==> config.mk <==
export PLATFORM = sky130hd
export DESIGN_NAME = rational_add_multiply_reduce
export DESIGN_NICKNAME = d
export VERILOG_FILES = /design/src/hw/rtl/rarm_pkg.sv /design/src/hw/rtl/rarm_mult.sv /design/src/hw/rtl/rarm_div.sv /design/src/hw/rtl/rational_add_multiply_reduce.sv
export SDC_FILE = /design/constraint.sdc
export NUM_CORES = 2
export LEC_CHECK = 0
export BUFFER_PORTS_ARGS = -buffer_cell sky130_fd_sc_hd__buf_2
export CAP_MARGIN = 10
export CORE_MARGIN = 3
export CORE_UTILIZATION = 55
export DETAILED_ROUTE_END_ITERATION = 16
export PLACE_DENSITY = 0.72
export SLEW_MARGIN = 20
export SYNTH_ARGS = -nofsm -noshare
export SYNTH_HDL_FRONTEND = slang
export SYNTH_SLANG_ARGS = --single-unit
export TNS_END_PERCENT = 100
==> constraint.sdc <==
create_clock -name clk -period 9.7 [get_ports clk]
set_input_delay 1.94 -clock clk [delete_from_list [all_inputs] [get_ports clk]]
set_output_delay 1.94 -clock clk [all_outputs]
set_load 0.03 [all_outputs]
==> src/hw/rtl/rarm_pkg.sv <==
// Shared types and constants for the rational add/multiply/reduce block.
// Depends on nothing; every other file imports it.
package rarm_pkg;

  // Operand width of the numerators; denominators are one bit narrower.
  localparam int OPERAND_WIDTH = 16;

  // Full multiplier product of two sign-extended operands.
  localparam int PROD_W = 2 * OPERAND_WIDTH + 2;
  // Raw signed numerator.
  localparam int NUM_W  = 2 * OPERAND_WIDTH;
  // Magnitude of the raw numerator, also the divider width.
  localparam int MAG_W  = 2 * OPERAND_WIDTH - 1;
  // Raw denominator product.
  localparam int DEN_W  = 2 * OPERAND_WIDTH - 2;
  // Divider step counter, wide enough to hold MAG_W itself.
  localparam int CNT_W  = $clog2(MAG_W + 1);
  // Working width for forming the output fields.
  localparam int WIDE_W = (MAG_W > 32) ? MAG_W : 32;

  // Output field widths are fixed.
  localparam int NUM_OUT_W = 32;
  localparam int DEN_OUT_W = 30;

  // Operation codes.
  localparam logic OP_ADD = 1'b0;
  localparam logic OP_MUL = 1'b1;

  typedef struct packed {
    logic                            req_type;
    logic signed [OPERAND_WIDTH-1:0] num_a;
    logic        [OPERAND_WIDTH-2:0] den_a;
    logic signed [OPERAND_WIDTH-1:0] num_b;
    logic        [OPERAND_WIDTH-2:0] den_b;
  } item_t;

  typedef struct packed {
    logic signed [NUM_OUT_W-1:0] num_out;
    logic        [DEN_OUT_W-1:0] den_out;
    logic                        bad_denominator;
  } result_t;

  typedef enum logic [3:0] {
    S_IDLE,
    S_MUL0,
    S_MUL1,
    S_MUL2,
    S_SETUP,
    S_GCD,
    S_GCD_WAIT,
    S_DIVN,
    S_DIVN_WAIT,
    S_DIVD,
    S_DIVD_WAIT,
    S_DONE
  } state_t;

endpackage

==> src/hw/rtl/rarm_mult.sv <==
// Registered signed multiplier shared by all products of the block.
// Depends on rarm_pkg for the operand and product widths.
module rarm_mult
  import rarm_pkg::*;
(
  input  logic                          clk,
  input  logic signed [OPERAND_WIDTH:0] a,
  input  logic signed [OPERAND_WIDTH:0] b,
  output logic signed [PROD_W-1:0]      p
);

  // The product is evaluated at the full product width and registered.
  always_ff @(posedge clk) begin
    p <= a * b;
  end

endmodule

==> src/hw/rtl/rarm_div.sv <==
// Restoring divider, one quotient bit per cycle, used for the Euclidean
// remainders and the final exact divisions. Depends on rarm_pkg.
module rarm_div
  import rarm_pkg::*;
(
  input  logic             clk,
  input  logic             rst,
  input  logic             start,
  input  logic [MAG_W-1:0] dividend,
  input  logic [MAG_W-1:0] divisor,
  output logic [MAG_W-1:0] quotient,
  output logic [MAG_W-1:0] remainder,
  output logic             done
);

  logic [MAG_W-1:0] rem;
  logic [MAG_W-1:0] quo;
  logic [MAG_W-1:0] dvs;
  logic [CNT_W-1:0] cnt;
  logic             busy;
  logic [MAG_W:0]   shifted;
  logic [MAG_W:0]   diff;
  logic             ge;

  // One trial subtraction of the shifted partial remainder.
  always_comb begin
    shifted = {rem, quo[MAG_W-1]};
    diff    = shifted - {1'b0, dvs};
    ge      = shifted >= {1'b0, dvs};
  end

  // Step control: MAG_W steps, then a one-cycle done pulse.
  always_ff @(posedge clk) begin
    if (rst) begin
      busy <= 1'b0;
      done <= 1'b0;
      cnt  <= '0;
    end else begin
      done <= 1'b0;
      if (start) begin
        busy <= 1'b1;
        cnt  <= CNT_W'(MAG_W);
      end else if (busy) begin
        cnt <= cnt - 1'b1;
        if (cnt == CNT_W'(1)) begin
          busy <= 1'b0;
          done <= 1'b1;
        end
      end
    end
  end

  // Partial remainder and quotient shift register.
  always_ff @(posedge clk) begin
    if (start) begin
      rem <= '0;
      quo <= dividend;
      dvs <= divisor;
    end else if (busy) begin
      rem <= ge ? diff[MAG_W-1:0] : shifted[MAG_W-1:0];
      quo <= {quo[MAG_W-2:0], ge};
    end
  end

  assign quotient  = quo;
  assign remainder = rem;

endmodule

==> src/hw/rtl/rational_add_multiply_reduce.sv <==
// Top level of the rational add/multiply/reduce block: sequencer, datapath
// registers and output register. Depends on rarm_pkg, rarm_mult, rarm_div.
//
// Usage: an input word on item (item_valid/item_ready) carries two fractions
// and an operation, add or multiply. One result word leaves on result
// (result_valid/result_ready) with the reduced fraction, or 0/1 and the
// bad_denominator flag when an input denominator is zero.
// The block works on one word at a time; item_ready is high only while the
// sequencer is idle. The products are formed by one registered multiplier.
// The gcd then runs through the shared one-bit-a-cycle divider, followed by
// two exact divisions on the same divider. A zero denominator goes straight
// from idle to the final state, and a zero numerator skips the gcd and the
// divisions. The next word is taken in the cycle after the result register
// loads, once the sequencer is back in idle.
// Reset (synchronous, active high) returns the sequencer to idle and empties
// the output register. A stalled receiver holds the result in the output
// register; the block still accepts and works on the next word, and waits
// in its final state until the output register is free.
module rational_add_multiply_reduce
  import rarm_pkg::*;
(
  input  logic    clk,
  input  logic    rst,
  input  logic    item_valid,
  output logic    item_ready,
  input  item_t   item,
  output logic    result_valid,
  input  logic    result_ready,
  output result_t result
);

  state_t state;
  state_t state_next;

  // Latched operands.
  logic                          op_mul;
  logic signed [OPERAND_WIDTH:0] na;
  logic signed [OPERAND_WIDTH:0] nb;
  logic signed [OPERAND_WIDTH:0] da;
  logic signed [OPERAND_WIDTH:0] db;

  // Datapath registers.
  logic signed [NUM_W-1:0] acc;
  logic signed [NUM_W-1:0] n;
  logic        [DEN_W-1:0] d;
  logic        [MAG_W-1:0] mag;
  logic                    neg;
  logic        [MAG_W-1:0] x;
  logic        [MAG_W-1:0] y;
  logic        [MAG_W-1:0] num_q;

  // Result held for the output register.
  logic [NUM_OUT_W-1:0] res_num;
  logic [DEN_OUT_W-1:0] res_den;
  logic                 res_bad;

  // Shared units.
  logic signed [OPERAND_WIDTH:0] mul_a;
  logic signed [OPERAND_WIDTH:0] mul_b;
  logic signed [PROD_W-1:0]      prod;
  logic                          div_start;
  logic [MAG_W-1:0]              div_dividend;
  logic [MAG_W-1:0]              div_divisor;
  logic [MAG_W-1:0]              div_quo;
  logic [MAG_W-1:0]              div_rem;
  logic                          div_done;

  logic                    accept;
  logic                    bad_in;
  logic                    out_load;
  logic signed [NUM_W-1:0] n_abs;
  logic [WIDE_W-1:0]       den_wide;
  logic [WIDE_W-1:0]       numq_wide;

  rarm_mult u_mult (
    .clk (clk),
    .a   (mul_a),
    .b   (mul_b),
    .p   (prod)
  );

  rarm_div u_div (
    .clk       (clk),
    .rst       (rst),
    .start     (div_start),
    .dividend  (div_dividend),
    .divisor   (div_divisor),
    .quotient  (div_quo),
    .remainder (div_rem),
    .done      (div_done)
  );

  assign accept   = item_valid && item_ready;
  assign bad_in   = (item.den_a == '0) || (item.den_b == '0);
  assign out_load = (state == S_DONE) && (!result_valid || result_ready);

  // Magnitude of the raw numerator and the truncated denominator field.
  always_comb begin
    n_abs    = n[NUM_W-1] ? -n : n;
    den_wide = WIDE_W'(div_quo);
  end

  // Next-state logic.
  always_comb begin
    state_next = state;
    unique case (state)
      S_IDLE: begin
        if (accept) begin
          state_next = bad_in ? S_DONE : S_MUL0;
        end
      end
      S_MUL0:  state_next = S_MUL1;
      S_MUL1:  state_next = S_MUL2;
      S_MUL2:  state_next = S_SETUP;
      S_SETUP: state_next = (n == '0) ? S_DONE : S_GCD;
      S_GCD:   state_next = (y == '0) ? S_DIVN : S_GCD_WAIT;
      S_GCD_WAIT: begin
        if (div_done) begin
          state_next = S_GCD;
        end
      end
      S_DIVN: state_next = S_DIVN_WAIT;
      S_DIVN_WAIT: begin
        if (div_done) begin
          state_next = S_DIVD;
        end
      end
      S_DIVD: state_next = S_DIVD_WAIT;
      S_DIVD_WAIT: begin
        if (div_done) begin
          state_next = S_DONE;
        end
      end
      S_DONE: begin
        if (out_load) begin
          state_next = S_IDLE;
        end
      end
      default: state_next = S_IDLE;
    endcase
  end

  // Control outputs: handshake, multiplier operands and divider operands.
  always_comb begin
    item_ready   = 1'b0;
    mul_a        = na;
    mul_b        = nb;
    div_start    = 1'b0;
    div_dividend = x;
    div_divisor  = y;
    unique case (state)
      S_IDLE: item_ready = 1'b1;
      S_MUL0: begin
        mul_a = na;
        mul_b = (op_mul == OP_MUL) ? nb : db;
      end
      S_MUL1: begin
        mul_a = nb;
        mul_b = da;
      end
      S_MUL2: begin
        mul_a = da;
        mul_b = db;
      end
      S_GCD: begin
        div_start = (y != '0);
      end
      S_DIVN: begin
        div_start    = 1'b1;
        div_dividend = mag;
        div_divisor  = x;
      end
      S_DIVD: begin
        div_start    = 1'b1;
        div_dividend = MAG_W'(d);
        div_divisor  = x;
      end
      default: begin
      end
    endcase
  end

  // State register.
  always_ff @(posedge clk) begin
    if (rst) begin
      state <= S_IDLE;
    end else begin
      state <= state_next;
    end
  end

  // Datapath registers, updated as the sequencer walks through the steps.
  always_ff @(posedge clk) begin
    unique case (state)
      S_IDLE: begin
        if (accept) begin
          op_mul  <= item.req_type;
          na      <= {item.num_a[OPERAND_WIDTH-1], item.num_a};
          nb      <= {item.num_b[OPERAND_WIDTH-1], item.num_b};
          da      <= {2'b00, item.den_a};
          db      <= {2'b00, item.den_b};
          res_num <= '0;
          res_den <= DEN_OUT_W'(1);
          res_bad <= bad_in;
        end
      end
      S_MUL1: acc <= prod[NUM_W-1:0];
      S_MUL2: n <= (op_mul == OP_MUL) ? acc : acc + prod[NUM_W-1:0];
      S_SETUP: begin
        d   <= prod[DEN_W-1:0];
        neg <= n[NUM_W-1];
        mag <= n_abs[MAG_W-1:0];
        x   <= n_abs[MAG_W-1:0];
        y   <= MAG_W'(prod[DEN_W-1:0]);
      end
      S_GCD_WAIT: begin
        if (div_done) begin
          x <= y;
          y <= div_rem;
        end
      end
      S_DIVN_WAIT: begin
        if (div_done) begin
          num_q <= div_quo;
        end
      end
      S_DIVD_WAIT: begin
        if (div_done) begin
          res_num <= numq_wide[NUM_OUT_W-1:0];
          res_den <= den_wide[DEN_OUT_W-1:0];
        end
      end
      default: begin
      end
    endcase
  end

  // Final sign and truncation of the reduced numerator held in num_q.
  always_comb begin
    numq_wide = WIDE_W'(num_q);
    if (neg) begin
      numq_wide = -numq_wide;
    end
  end

  // Output register; it frees as soon as the receiver takes the word.
  always_ff @(posedge clk) begin
    if (rst) begin
      result_valid <= 1'b0;
    end else if (out_load) begin
      result_valid <= 1'b1;
    end else if (result_ready) begin
      result_valid <= 1'b0;
    end
  end

  always_ff @(posedge clk) begin
    if (out_load) begin
      result.num_out         <= res_num;
      result.den_out         <= res_den;
      result.bad_denominator <= res_bad;
    end
  end

endmodule

==> out/results.tsv <==
stage	metric	value	unit
outcome	outcome	complete, no violations	
sta	period_needed	8440	ps
global_routing	grt_pass1_vias	24500	
critical_path	critPathKind	flop to flop	
sta	relSlewSlack	0.241	
sta	fmax	118	MHz
critical_path	required	10200	ps
route	drt-vias-per-instance	5.76	
clocking	cts_inserted_buffers	55	
sta	fin_tns_setup	0	ps
die	dieArea	65900	sq um
finish	final_layout_size_suffix_gt1_frac	0.105	
global_routing	grt_max_degree	84	
route	drc	0	
sta	slew_viol_final	0	
place	io_buffer_count	131	
clocking	clkTransAtPathRegs	70	ps
finish	layout.nets	3751	
place	post-dp-hpwl	64000	um
synth	synth.avg_cell_area	11.0	sq um
sta	grt_setup_unrepaired	false	
min_path	holdCritPathClass	flop to flop	
synth	async_reset_ff_frac	0	
synth	synth_cells	3152	
die	core-area	61900	sq um
critical_path	cp-start-kind	flop	
sta	worst_pin_slew	1140	ps
route	detail-route-antenna-nets	0	
clocking	cts.sinks	545	
sta	finalSetupViolations	0	
synth	synth_top_family_by_area	adder cells	
die	std_cell_rows	91	
sta	hold_viol	0	
finish	antenna_cells	0	
die	start_util	0.558	
clocking	cts-resized-gates	0	
synth	syn-cell-area	34600	sq um
global_routing	grt_use_total	0.259	
route	via_count	23900	
synth	yosys.cell_types.count	70	
synth	yosys.area_share.simple	0.119	
synth	synthAdderAreaFrac	0.214	
finish	nFillCells	4952	
synth	synthTopCellsByArea	edfxtp_1 (41%), fa_1 (16%), ha_1 (5.4%)	
synth	synth.top_cell.area_share	0.408	
finish	syn_to_final_growth	10.0	%
route	wirelength	84700	um
clocking	clock_latency	640	ps
job	maxCapViolCount	0	
finish	final_common_cell	edfxtp_1	
synth	synth-seq-area-share	0.452	
die	num_io_pins	132	
die	dieHeight	257	um
sta	skew	35.5	ps
synth	synth_fp_nets	3644	
global_routing	grt_remaining_overflow	0	
synth	ys_seq_elements	545	
critical_path	cp_data_arrival_time	8940	ps
synth	yosysWarnings	0	
synth	synth_edf_count	470	
die	dieWidth	257	um
clocking	cts_htree_levels	2	
route	avgRoutedWirePerCell	20.5	um
clocking	ctsHoldBuffers	0	
finish	seqCellArea	15600	sq um
synth	synthMuxAreaShare	0.0253	
clocking	clk_path_buf_depth	3	
clocking	cts-root-buf	clkbuf_16	
critical_path	critPathCaptureType	flop	
synth	synth_compound_area_frac	0.0968	
global_routing	grt_antenna_before_repair	0	
clocking	post_cts_buffers	0	
synth	synth_top_flop_cell	edfxtp_1	
place	gp_congestion	1.01	
route	drt_iter0_markers	1935	
critical_path	cp_max_fo	44	
sta	finalCritPeriodShare	0.870	
clocking	cts_tree	built	
global_routing	grt_first_pass_wirelength	134000	um
synth	yosys.area.top_type	edfxtp_1	
finish	multi_input_area	17100	sq um
route	dr.pass1.iters	8	
synth	synth_xor_area_frac	0.0365	
finish	layout_common_cells	edfxtp_1 (470), inv_1 (407), nand2_1 (345)	
[logic make-up after synthesis]
group,Yosys count
AND/OR/NAND/NOR,927
flip-flops,545
buffers and inverters,526
AO/OA/AOI/OAI,504
adder cells (fa/ha/maj),425
XOR/XNOR,144
multiplexers,81
[worst paths after layout]
kind,from,end,slack [ps],cells after the start
max,state[1],u_mult.p[27],1260,26
max reg2reg,state[1],u_mult.p[27],1260,26
min,res_den[6],result[7],390,0
min reg2reg,res_den[6],result[7],390,0
[registers in the layout, summed over array words and instances, names as in the netlist, 4 cells and up]
register	flops
acc	32
d	30
da	15
db	15
mag	31
n	32
na	16
nb	16
num_q	31
res_den	30
res_num	32
result	63
state	4
u_div.cnt	5
u_div.dvs	31
u_div.quotient	31
u_div.remainder	31
u_mult.p	32
x	31
y	31
[synthesized netlist by cell type (4+ instances only)]
cell type	number
a22oi_1	8
a21o_1	46
a21oi_1	148
inv_1	408
o31ai_1	18
a221oi_1	8
o21ai_0	97
o21bai_1	6
and3_1	4
a31oi_1	11
clkbuf_1	102
nor2_1	319
mux2i_1	29
mux2_2	52
o21a_1	28
a21boi_0	7
or4_1	6
fa_1	277
edfxtp_1	470
xnor2_1	87
a221o_1	31
o221ai_1	4
or3_1	18
nor4_1	24
xor2_1	57
nand4_1	11
o41ai_1	9
and2_1	46
or3_4	5
a211o_1	7
a222oi_1	8
nand3_1	53
o31a_1	8
or2_2	14
nand2_1	348
a211oi_1	18
a31o_2	4
nor3_1	27
nor2b_1	16
nand2b_1	20
ha_1	148
dfxtp_1	75
buf_1	15
o211ai_1	12
[worst max-delay path, stage by stage, from the launching register on]
cell,delay [ps]
dfxtp_1,700
inv_1,330
nor3_2,240
buf_4,410
nor2_1,360
nand2_1,170
and2_1,500
nor2_1,130
fa_1,510
inv_1,60
fa_1,580
fa_1,460
fa_1,540
inv_1,50
fa_1,470
inv_1,50
fa_1,470
inv_1,40
ha_1,360
nand2_1,120
o31ai_1,610
nand2_1,160
and3_1,250
o31a_1,320
o21bai_1,160
a21oi_1,100
xnor2_1,130
[metal layers]
metal | vias up | part of all wire | global-route usage
met4 | 0 | 0.039 | 0.101
met1 | 11800 | 0.40 | 0.327
li1 | 11000 | - | -
met2 | 936 | 0.50 | 0.454
met5 | - | 0 | 0
met3 | 202 | 0.062 | 0.0330
[final cells by class]
| class | count | area share |
|---|---|---|
| tap | 837 | 0.0275 |
| sequential | 545 | 0.410 |
| multi-input combinational | 2081 | 0.448 |
| inverter | 408 | 0.0403 |
| timing repair buffer | 168 | 0.0245 |
| clock inverter | 25 | 0.00839 |
| clock buffer | 78 | 0.0403 |
[metrics by stage]
stage	hold slack, ps	utilization	cells	setup slack (ps)	cell area [sq um]
final	395	0.614	4142	1260	38000
after global routing	400	0.614	4142	770	38000
after CTS	392	0.614	4142	1400	38000
after detailed placement	405	0.584	4039	1430	36200
after global placement	400	0.584	4039	1650	36200
after floorplan	400	-	3152	1570	34600
Power is left out: the tool's default activity adds up to more than one toggle a clock period on the data nets, which glitch-free logic cannot reach.
